[src/design/sac_pkg.sv]
`default_nettype none

package sac_pkg;

    localparam int COORD_WIDTH_DEF    = 32;
    localparam int TIME_FRAC_BITS_DEF = 16;
    localparam int AXIS_COUNT_DEF     = 3;

    localparam int AXIS_WIDTH   = 2;
    localparam int EPS_WIDTH    = 17;
    localparam int NORMAL_WIDTH = 3;

    localparam logic [EPS_WIDTH-1:0]    EPS_RESET        = EPS_WIDTH'(66);
    localparam logic [AXIS_WIDTH-1:0]   AXIS_START       = '0;
    localparam logic [NORMAL_WIDTH-1:0] NORMAL_NONE      = '0;
    localparam logic [NORMAL_WIDTH-1:0] NORMAL_MINUS_OFS = NORMAL_WIDTH'(1);
    localparam logic [NORMAL_WIDTH-1:0] NORMAL_PLUS_OFS  = NORMAL_WIDTH'(2);

    typedef enum logic [6:0] {
        ST_IDLE  = 7'b0000001,
        ST_PREP  = 7'b0000010,
        ST_CHECK = 7'b0000100,
        ST_DIV   = 7'b0001000,
        ST_SIGN  = 7'b0010000,
        ST_MERGE = 7'b0100000,
        ST_FINAL = 7'b1000000
    } sac_state_t;

    typedef struct packed {
        logic start;
        logic done;
    } sac_div_ctl_t;

endpackage

`default_nettype wire

[src/design/sac_if.sv]
`default_nettype none

interface sac_in_if #(
    parameter int COORD_WIDTH = sac_pkg::COORD_WIDTH_DEF
);
    logic                                valid;
    logic                                ready;
    logic        [sac_pkg::AXIS_WIDTH-1:0] axis_index;
    logic signed [COORD_WIDTH-1:0]       moving_min;
    logic signed [COORD_WIDTH-1:0]       moving_max;
    logic signed [COORD_WIDTH-1:0]       target_min;
    logic signed [COORD_WIDTH-1:0]       target_max;
    logic signed [COORD_WIDTH-1:0]       velocity;

    modport source (
        output valid, axis_index, moving_min, moving_max, target_min, target_max, velocity,
        input  ready
    );
    modport sink (
        input  valid, axis_index, moving_min, moving_max, target_min, target_max, velocity,
        output ready
    );
endinterface

interface sac_out_if #(
    parameter int TIME_FRAC_BITS = sac_pkg::TIME_FRAC_BITS_DEF
);
    logic                              valid;
    logic                              ready;
    logic                              hit;
    logic [TIME_FRAC_BITS:0]           hit_time;
    logic [sac_pkg::NORMAL_WIDTH-1:0]  normal_code;

    modport source (
        output valid, hit, hit_time, normal_code,
        input  ready
    );
    modport sink (
        input  valid, hit, hit_time, normal_code,
        output ready
    );
endinterface

interface sac_cfg_if;
    logic                           valid;
    logic                           ready;
    logic [sac_pkg::EPS_WIDTH-1:0]  data;

    modport source (
        output valid, data,
        input  ready
    );
    modport sink (
        input  valid, data,
        output ready
    );
endinterface

`default_nettype wire

[src/design/swept_aabb_collision.sv]
// Each axis walks the states idle, prep, check, divide, sign, merge and final; a static or
// already rejected axis goes from check straight to final. A new transaction is accepted
// only in idle. The last axis's result is presented in the cycle after its final step.
// Throughput is set by the restoring divider, one quotient bit per cycle for both slab edges.
// Reset clears all control, sets eps_velocity to 66 and the test to entry 0, exit 1.0.
`default_nettype none

module swept_aabb_collision #(
    parameter int COORD_WIDTH    = sac_pkg::COORD_WIDTH_DEF,
    parameter int TIME_FRAC_BITS = sac_pkg::TIME_FRAC_BITS_DEF,
    parameter int AXIS_COUNT     = sac_pkg::AXIS_COUNT_DEF
) (
    input  wire logic clk,
    input  wire logic rst_n,
    sac_cfg_if.sink   cfg,
    sac_in_if.sink    items,
    sac_out_if.source results
);

    localparam int MW   = COORD_WIDTH + 1;
    localparam int TW   = TIME_FRAC_BITS + 3;
    localparam int QW   = TIME_FRAC_BITS + 1;
    localparam int AW   = sac_pkg::AXIS_WIDTH;
    localparam int NW   = sac_pkg::NORMAL_WIDTH;
    localparam int EW   = sac_pkg::EPS_WIDTH;
    localparam int CMPW = (COORD_WIDTH > EW) ? COORD_WIDTH : EW;
    localparam logic signed [TW-1:0] TIME_ONE  = {3'b001, {TIME_FRAC_BITS{1'b0}}};
    localparam logic signed [TW-1:0] TIME_SAT  = {3'b010, {TIME_FRAC_BITS{1'b0}}};
    localparam logic [AW:0]          AXIS_LIM  = (AW + 1)'(AXIS_COUNT);
    localparam logic [AW-1:0]        AXIS_LAST = AW'(AXIS_COUNT - 1);

    sac_pkg::sac_state_t state_reg, state_next;

    logic [EW-1:0]          eps_reg, eps_next;
    logic signed [TW-1:0]   entry_reg, entry_next;
    logic signed [TW-1:0]   exit_reg, exit_next;
    logic [NW-1:0]          normal_reg, normal_next;
    logic                   rejected_reg, rejected_next;

    logic                   out_valid_reg, out_valid_next;
    logic                   hit_reg, hit_next;
    logic [QW-1:0]          hit_time_reg, hit_time_next;
    logic [NW-1:0]          code_reg, code_next;

    logic [AW-1:0]          axis_reg;
    logic signed [MW-1:0]   near_reg, far_reg;
    logic signed [COORD_WIDTH-1:0] vel_reg;
    logic [MW-1:0]          nmag_reg, fmag_reg;
    logic [COORD_WIDTH-1:0] vmag_reg;
    logic                   nneg_reg, fneg_reg, vneg_reg;
    logic                   near_pos_reg, far_neg_reg;
    logic                   sat_a_reg, sat_b_reg;
    logic signed [TW-1:0]   t1_reg, t2_reg;

    logic                   accept;
    logic                   axis_ok;
    logic                   is_static;
    logic                   sat_a, sat_b;
    logic [MW-1:0]          twice_d;
    logic signed [TW-1:0]   mag_a, mag_b;
    logic                   flip;
    logic signed [TW-1:0]   t_lo, t_hi;
    logic                   rej_now;
    logic                   out_free;

    sac_pkg::sac_div_ctl_t  div_ctl;
    logic                   div_start;
    logic [QW-1:0]          quot_a, quot_b;

    sac_div #(
        .COORD_WIDTH    (COORD_WIDTH),
        .TIME_FRAC_BITS (TIME_FRAC_BITS)
    ) u_div (
        .clk    (clk),
        .rst_n  (rst_n),
        .start  (div_start),
        .num_a  (nmag_reg),
        .num_b  (fmag_reg),
        .den    (vmag_reg),
        .ctl    (div_ctl),
        .quot_a (quot_a),
        .quot_b (quot_b)
    );

    assign items.ready = (state_reg == sac_pkg::ST_IDLE);
    assign accept      = items.valid && items.ready;
    assign axis_ok     = {1'b0, items.axis_index} < AXIS_LIM;
    assign cfg.ready   = 1'b1;

    assign is_static = (vmag_reg == '0) || (CMPW'(vmag_reg) < CMPW'(eps_reg));
    assign twice_d   = {vmag_reg, 1'b0};
    assign sat_a     = nmag_reg >= twice_d;
    assign sat_b     = fmag_reg >= twice_d;

    assign mag_a = sat_a_reg ? TIME_SAT : TW'(quot_a);
    assign mag_b = sat_b_reg ? TIME_SAT : TW'(quot_b);

    assign flip  = t1_reg > t2_reg;
    assign t_lo  = flip ? t2_reg : t1_reg;
    assign t_hi  = flip ? t1_reg : t2_reg;

    assign rej_now  = rejected_reg || (entry_reg > exit_reg);
    assign out_free = !out_valid_reg || results.ready;

    always_comb
    begin
        state_next     = state_reg;
        eps_next       = eps_reg;
        entry_next     = entry_reg;
        exit_next      = exit_reg;
        normal_next    = normal_reg;
        rejected_next  = rejected_reg;
        out_valid_next = out_valid_reg && !results.ready;
        hit_next       = hit_reg;
        hit_time_next  = hit_time_reg;
        code_next      = code_reg;
        div_start      = 1'b0;

        if (cfg.valid)
        begin
            eps_next = cfg.data;
        end

        unique case (state_reg)
            sac_pkg::ST_IDLE:
            begin
                if (accept && axis_ok)
                begin
                    state_next = sac_pkg::ST_PREP;
                    if (items.axis_index == sac_pkg::AXIS_START)
                    begin
                        entry_next    = '0;
                        exit_next     = TIME_ONE;
                        normal_next   = sac_pkg::NORMAL_NONE;
                        rejected_next = 1'b0;
                    end
                end
            end
            sac_pkg::ST_PREP:
            begin
                state_next = sac_pkg::ST_CHECK;
            end
            sac_pkg::ST_CHECK:
            begin
                if (rejected_reg)
                begin
                    state_next = sac_pkg::ST_FINAL;
                end
                else if (is_static)
                begin
                    if (near_pos_reg || far_neg_reg)
                    begin
                        rejected_next = 1'b1;
                    end
                    state_next = sac_pkg::ST_FINAL;
                end
                else
                begin
                    div_start  = 1'b1;
                    state_next = sac_pkg::ST_DIV;
                end
            end
            sac_pkg::ST_DIV:
            begin
                if (div_ctl.done)
                begin
                    state_next = sac_pkg::ST_SIGN;
                end
            end
            sac_pkg::ST_SIGN:
            begin
                state_next = sac_pkg::ST_MERGE;
            end
            sac_pkg::ST_MERGE:
            begin
                if (t_lo > entry_reg)
                begin
                    entry_next  = t_lo;
                    normal_next = {axis_reg, 1'b0}
                                + (flip ? sac_pkg::NORMAL_PLUS_OFS : sac_pkg::NORMAL_MINUS_OFS);
                end
                if (t_hi < exit_reg)
                begin
                    exit_next = t_hi;
                end
                state_next = sac_pkg::ST_FINAL;
            end
            sac_pkg::ST_FINAL:
            begin
                rejected_next = rej_now;
                if (axis_reg != AXIS_LAST)
                begin
                    state_next = sac_pkg::ST_IDLE;
                end
                else if (out_free)
                begin
                    out_valid_next = 1'b1;
                    hit_next       = !rej_now && (entry_reg < TIME_ONE);
                    hit_time_next  = rej_now ? '0 : entry_reg[QW-1:0];
                    code_next      = rej_now ? sac_pkg::NORMAL_NONE : normal_reg;
                    state_next     = sac_pkg::ST_IDLE;
                end
            end
            default:
            begin
                state_next = sac_pkg::ST_IDLE;
            end
        endcase
    end

    always_ff @(posedge clk or negedge rst_n)
    begin
        if (!rst_n)
        begin
            state_reg     <= sac_pkg::ST_IDLE;
            eps_reg       <= sac_pkg::EPS_RESET;
            entry_reg     <= '0;
            exit_reg      <= TIME_ONE;
            normal_reg    <= sac_pkg::NORMAL_NONE;
            rejected_reg  <= 1'b0;
            out_valid_reg <= 1'b0;
        end
        else
        begin
            state_reg     <= state_next;
            eps_reg       <= eps_next;
            entry_reg     <= entry_next;
            exit_reg      <= exit_next;
            normal_reg    <= normal_next;
            rejected_reg  <= rejected_next;
            out_valid_reg <= out_valid_next;
        end
    end

    always_ff @(posedge clk)
    begin
        hit_reg      <= hit_next;
        hit_time_reg <= hit_time_next;
        code_reg     <= code_next;
        if (accept)
        begin
            axis_reg <= items.axis_index;
            near_reg <= {items.target_min[COORD_WIDTH-1], items.target_min}
                      - {items.moving_max[COORD_WIDTH-1], items.moving_max};
            far_reg  <= {items.target_max[COORD_WIDTH-1], items.target_max}
                      - {items.moving_min[COORD_WIDTH-1], items.moving_min};
            vel_reg  <= items.velocity;
        end
        if (state_reg == sac_pkg::ST_PREP)
        begin
            nmag_reg     <= near_reg[MW-1] ? (-near_reg) : near_reg;
            fmag_reg     <= far_reg[MW-1] ? (-far_reg) : far_reg;
            vmag_reg     <= vel_reg[COORD_WIDTH-1] ? (-vel_reg) : vel_reg;
            nneg_reg     <= near_reg[MW-1];
            fneg_reg     <= far_reg[MW-1];
            vneg_reg     <= vel_reg[COORD_WIDTH-1];
            near_pos_reg <= !near_reg[MW-1] && (near_reg != '0);
            far_neg_reg  <= far_reg[MW-1];
        end
        if (state_reg == sac_pkg::ST_CHECK)
        begin
            sat_a_reg <= sat_a;
            sat_b_reg <= sat_b;
        end
        if (state_reg == sac_pkg::ST_SIGN)
        begin
            t1_reg <= (nneg_reg != vneg_reg) ? (-mag_a) : mag_a;
            t2_reg <= (fneg_reg != vneg_reg) ? (-mag_b) : mag_b;
        end
    end

    assign results.valid       = out_valid_reg;
    assign results.hit         = hit_reg;
    assign results.hit_time    = hit_time_reg;
    assign results.normal_code = code_reg;

endmodule

`default_nettype wire

[src/design/sac_div.sv]
`default_nettype none

module sac_div #(
    parameter int COORD_WIDTH    = sac_pkg::COORD_WIDTH_DEF,
    parameter int TIME_FRAC_BITS = sac_pkg::TIME_FRAC_BITS_DEF
) (
    input  wire logic                        clk,
    input  wire logic                        rst_n,
    input  wire logic                        start,
    input  wire logic [COORD_WIDTH:0]        num_a,
    input  wire logic [COORD_WIDTH:0]        num_b,
    input  wire logic [COORD_WIDTH-1:0]      den,
    output sac_pkg::sac_div_ctl_t            ctl,
    output logic      [TIME_FRAC_BITS:0]     quot_a,
    output logic      [TIME_FRAC_BITS:0]     quot_b
);

    localparam int MW   = COORD_WIDTH + 1;
    localparam int QW   = TIME_FRAC_BITS + 1;
    localparam int CNTW = $clog2(QW);
    localparam logic [CNTW-1:0] CNT_LAST = CNTW'(TIME_FRAC_BITS);

    logic            run_reg, run_next;
    logic [CNTW-1:0] cnt_reg, cnt_next;
    logic [MW-1:0]   rem_a_reg, rem_a_next, rem_b_reg, rem_b_next;
    logic [COORD_WIDTH-1:0] den_reg, den_next;
    logic [QW-1:0]   q_a_reg, q_a_next, q_b_reg, q_b_next;

    logic [MW-1:0]   den_ext;
    logic            ge_a, ge_b;
    logic [MW-1:0]   part_a, part_b;
    logic            last;

    assign den_ext = {1'b0, den_reg};
    assign ge_a    = rem_a_reg >= den_ext;
    assign ge_b    = rem_b_reg >= den_ext;
    assign part_a  = ge_a ? (rem_a_reg - den_ext) : rem_a_reg;
    assign part_b  = ge_b ? (rem_b_reg - den_ext) : rem_b_reg;
    assign last    = run_reg && (cnt_reg == CNT_LAST);

    always_comb
    begin
        run_next   = run_reg;
        cnt_next   = cnt_reg;
        rem_a_next = rem_a_reg;
        rem_b_next = rem_b_reg;
        den_next   = den_reg;
        q_a_next   = q_a_reg;
        q_b_next   = q_b_reg;
        if (start)
        begin
            run_next   = 1'b1;
            cnt_next   = '0;
            rem_a_next = num_a;
            rem_b_next = num_b;
            den_next   = den;
            q_a_next   = '0;
            q_b_next   = '0;
        end
        else if (run_reg)
        begin
            rem_a_next = {part_a[MW-2:0], 1'b0};
            rem_b_next = {part_b[MW-2:0], 1'b0};
            q_a_next   = {q_a_reg[QW-2:0], ge_a};
            q_b_next   = {q_b_reg[QW-2:0], ge_b};
            cnt_next   = cnt_reg + CNTW'(1);
            if (last)
            begin
                run_next = 1'b0;
            end
        end
    end

    always_ff @(posedge clk or negedge rst_n)
    begin
        if (!rst_n)
        begin
            run_reg <= 1'b0;
            cnt_reg <= '0;
        end
        else
        begin
            run_reg <= run_next;
            cnt_reg <= cnt_next;
        end
    end

    always_ff @(posedge clk)
    begin
        rem_a_reg <= rem_a_next;
        rem_b_reg <= rem_b_next;
        den_reg   <= den_next;
        q_a_reg   <= q_a_next;
        q_b_reg   <= q_b_next;
    end

    assign ctl.start = start;
    assign ctl.done  = last;
    assign quot_a    = q_a_reg;
    assign quot_b    = q_b_reg;

endmodule

`default_nettype wire

[src/flat_wrapper.sv]
// flat-port wrapper written by rule: the top's interface ports become plain ports
module swept_aabb_collision_flat 
#(
    parameter int COORD_WIDTH    = sac_pkg::COORD_WIDTH_DEF,
    parameter int TIME_FRAC_BITS = sac_pkg::TIME_FRAC_BITS_DEF,
    parameter int AXIS_COUNT     = sac_pkg::AXIS_COUNT_DEF
)
  (clk, rst_n, cfg_valid, cfg_data, cfg_ready, items_valid, items_axis_index, items_moving_min, items_moving_max, items_target_min, items_target_max, items_velocity, items_ready, results_valid, results_hit, results_hit_time, results_normal_code, results_ready);
  sac_cfg_if cfg_i ();
  sac_in_if #(.COORD_WIDTH(COORD_WIDTH)) items_i ();
  sac_out_if #(.TIME_FRAC_BITS(TIME_FRAC_BITS)) results_i ();
  input  wire logic clk;
  input  wire logic rst_n;
  input wire logic [$bits(cfg_i.valid)-1:0] cfg_valid;
  input wire logic [$bits(cfg_i.data)-1:0] cfg_data;
  output wire logic [$bits(cfg_i.ready)-1:0] cfg_ready;
  input wire logic [$bits(items_i.valid)-1:0] items_valid;
  input wire logic [$bits(items_i.axis_index)-1:0] items_axis_index;
  input wire logic [$bits(items_i.moving_min)-1:0] items_moving_min;
  input wire logic [$bits(items_i.moving_max)-1:0] items_moving_max;
  input wire logic [$bits(items_i.target_min)-1:0] items_target_min;
  input wire logic [$bits(items_i.target_max)-1:0] items_target_max;
  input wire logic [$bits(items_i.velocity)-1:0] items_velocity;
  output wire logic [$bits(items_i.ready)-1:0] items_ready;
  output wire logic [$bits(results_i.valid)-1:0] results_valid;
  output wire logic [$bits(results_i.hit)-1:0] results_hit;
  output wire logic [$bits(results_i.hit_time)-1:0] results_hit_time;
  output wire logic [$bits(results_i.normal_code)-1:0] results_normal_code;
  input wire logic [$bits(results_i.ready)-1:0] results_ready;
  assign cfg_i.valid = cfg_valid;
  assign cfg_i.data = cfg_data;
  assign cfg_ready = cfg_i.ready;
  assign items_i.valid = items_valid;
  assign items_i.axis_index = items_axis_index;
  assign items_i.moving_min = items_moving_min;
  assign items_i.moving_max = items_moving_max;
  assign items_i.target_min = items_target_min;
  assign items_i.target_max = items_target_max;
  assign items_i.velocity = items_velocity;
  assign items_ready = items_i.ready;
  assign results_valid = results_i.valid;
  assign results_hit = results_i.hit;
  assign results_hit_time = results_i.hit_time;
  assign results_normal_code = results_i.normal_code;
  assign results_i.ready = results_ready;
  swept_aabb_collision #(.COORD_WIDTH(COORD_WIDTH), .TIME_FRAC_BITS(TIME_FRAC_BITS), .AXIS_COUNT(AXIS_COUNT)) u_core (.clk(clk), .rst_n(rst_n), .cfg(cfg_i), .items(items_i), .results(results_i));
endmodule
[config.mk]
export PLATFORM = sky130hd
export DESIGN_NAME = swept_aabb_collision_flat
export DESIGN_NICKNAME = d
export VERILOG_FILES = /design/src/design/sac_pkg.sv /design/src/design/sac_if.sv /design/src/design/swept_aabb_collision.sv /design/src/design/sac_div.sv /design/src/flat_wrapper.sv
export SDC_FILE = /design/constraint.sdc
export NUM_CORES = 1
export LEC_CHECK = 0
export BUFFER_PORTS_ARGS = -buffer_cell sky130_fd_sc_hd__buf_2
export CAP_MARGIN = 20
export CORE_ASPECT_RATIO = 0.6
export CORE_MARGIN = 2
export CORE_UTILIZATION = 50
export DETAILED_ROUTE_END_ITERATION = 6
export PLACE_DENSITY = 0.75
export SLEW_MARGIN = 20
export SYNTH_ARGS = -nofsm -noshare
export SYNTH_HDL_FRONTEND = slang
export SYNTH_HIERARCHICAL = 1
export SYNTH_SLANG_ARGS = --single-unit
[constraint.sdc]
create_clock -name clk -period 9.33 [get_ports clk]
set_input_delay 0.4665 -clock clk [delete_from_list [all_inputs] [get_ports clk]]
set_output_delay 0.4665 -clock clk [all_outputs]
set_load 0.03 [all_outputs]
==> results.yml <==
status:
  status: "finished, final reports clean"
sta:
  setup_violations: 0
  setup_tns_ns: 0
  finClkSkew_ns: 0.03030
  period_needed_ns: 5.771
  tightestPinTransition_ns: 1.035
  timing.final.crit_share_pct: 61.85
  fmax_ghz: 0.1733
  finalMaxSlewViolations: 0
  maxSlewHeadroom_pct: 30.98
  rsz0062_at_grt: "false"
  hold_viol_final: 0
floorplanning:
  rows: 70
  die_h_microns: 195.9
  ios: 208
  fp.coreArea_sq_mm: 0.06078
  die_area_sq_mm: 0.06341
  start_util_pct: 50.47
  dieWidth_microns: 323.8
critical_path:
  arrival_ns: 6.24
  cp.required_ns: 9.79
  path_class: "flip-flop to flip-flop"
  startpoint: "u_core/t1_reg[18]"
  end_kind: "flip-flop"
  crit_path_max_fanout: 40
  crit-reg2reg-launch: "u_core/t1_reg[18]"
  worstRegToRegCells: 16
  startpoint_type: "flip-flop"
pwr:
  p_clk_share_pct: 22.8
  comb_power_share_pct: 39.5
  power.internal_uw: 5649
  ir_drop_v: 0.0001527
  power.leakage_uw: 0.01467
  switchingPower_uw: 3328
  switching_share_pct: 37.07
  p_seq_share_pct: 37.7
  power_density_mw_per_mm2: 262.2
routing:
  first_pass_iters: 6
  drc: 0
  via_count: 23680
  via_per_inst: 5.789
  drt_iter0_drc: 2314
  wirelength_mm: 78.60
  drtAntennaViolNets: 0
  wl_per_cell_microns: 19.21
global_route:
  antenna_found_initial: 1
  grtUsageTotal_pct: 24.40
  overflow: 0
  grt_pass1_vias: 21910
  grt_pass1_wl_mm: 122.1
  grt_max_degree: 80
placement:
  place.gp.congestion: 0.9690
  portBuffers: 206
  hpwl_mm: 60.17
  placed_area_sq_mm: 0.03254
clocking:
  ctsRootBufferMaster: "clkbuf_16"
  cts_setup_buffers: 0
  clock_latency_ns: 0.58
  cts_resized: 0
  htreeDepth: 2
  postCtsHoldBufs: 0
  clockBufferDepth: 3
  clk_pin_slew_worst_paths_ns: 0.07
  cts_tree: "yes"
  numCtsBuffers: 45
  cts.sinks: 468
finish:
  insertedDiodeCount: 0
  drive_gt1_share_pct: 11.95
  nNetsFinal: 3706
  mostFrequentLayoutCell: "edfxtp_1"
  design_area_sq_mm: 0.03424
  areaGrowthSynthToFinish_pct: 11.62
  mostFrequentLayoutCells: "edfxtp_1 (361), ha_1 (291), inv_1 (275)"
logic_synthesis:
  ys_warn_count: 6
  syn_area_per_cell_sq_um: 10.08
  synth.cell_area_sq_mm: 0.03068
  postSynthCellCount: 3044
  synth_nets: 3523
worst_hold_path:
  holdPathStages: 1
  hold_class: "input port to flip-flop"
  min_from: "items_velocity[4]"
flow_run:
  max-cap-violations: 0
worst paths after layout:
path	slack [ns]	end
setup / recovery	3.56	u_core/exit_reg[2]
setup reg to reg	3.56	u_core/exit_reg[2]
hold / removal	0.06	u_core/vel_reg[4]
max in group asynchronous	8.26	u_core/eps_reg[1]
min in group asynchronous	0.42	u_core/normal_reg[2]
hold reg to reg	0.48	u_core/u_div/den_reg[30]
power by group through the flow:
stage          Clock, uW  Sequential (uW)  Combinational, uW
5_1_grt             2160             3430               3880
6_report            2050             3380               3550
2_1_floorplan          0             3270               2690
3_5_place_dp           0             3430               3410
4_1_cts             2080             3390               3440
3_3_place_gp           0             3420               3350
per-stage QoR:
stage | std cells | setup slack (ns) | hold slack [ns] | utilization (%) | power (uW)
2_1_floorplan | 3044 | 0.4233 | 0.1709 | - | 5962
3_5_place_dp | 4005 | 3.716 | 0.4708 | 53.53 | 6840
4_1_cts | 4088 | 3.701 | 0.02823 | 56.24 | 8909
6_report | 4091 | 3.559 | 0.06029 | 56.33 | 8977
3_3_place_gp | 4005 | 3.877 | 0.4582 | 53.53 | 6769
5_1_grt | 4091 | 3.227 | 0.03275 | 56.33 | 9476
metal layers:
metal / part of all wire (%) / wire length [microns] / track usage, % / vias to the layer above
met5: 0.011 / 9 / 0 / -
met4: 2.2 / 1736 / 5.538 / 2
met3: 9.2 / 7269 / 5.915 / 122
met2: 40 / 31750 / 34.52 / 847
met1: 48 / 37840 / 37.36 / 11240
li1: - / - / - / 11480
worst max-delay path, stage by stage (launching register included):
cell and delay, ns:
edfxtp_1 0.41, ha_1 0.37, nand4_1 0.23, or4_1 0.58, o211a_1 0.23, mux2i_1 0.19, nor2_4 0.43, buf_4 0.46
o21ai_0 0.27, ha_1 0.34, nand2_1 0.05, or3_1 0.41, a2111oi_0 0.38, nand2_1 0.09, or3b_1 0.43, and3_1 0.46
a22o_1 0.29
cell type report:
cell class | instances | area [sq um]
Fill cell | 5242 | 26540
Multi-Input combinational cell | 2207 | 15930
Sequential cell | 468 | 13350
Clock buffer | 55 | 1246
Timing Repair Buffer | 228 | 1231
Inverter | 277 | 1042
Tap cell | 828 | 1036
Clock inverter | 28 | 396.6
Note: power is estimated with default switching activity, not from simulation.
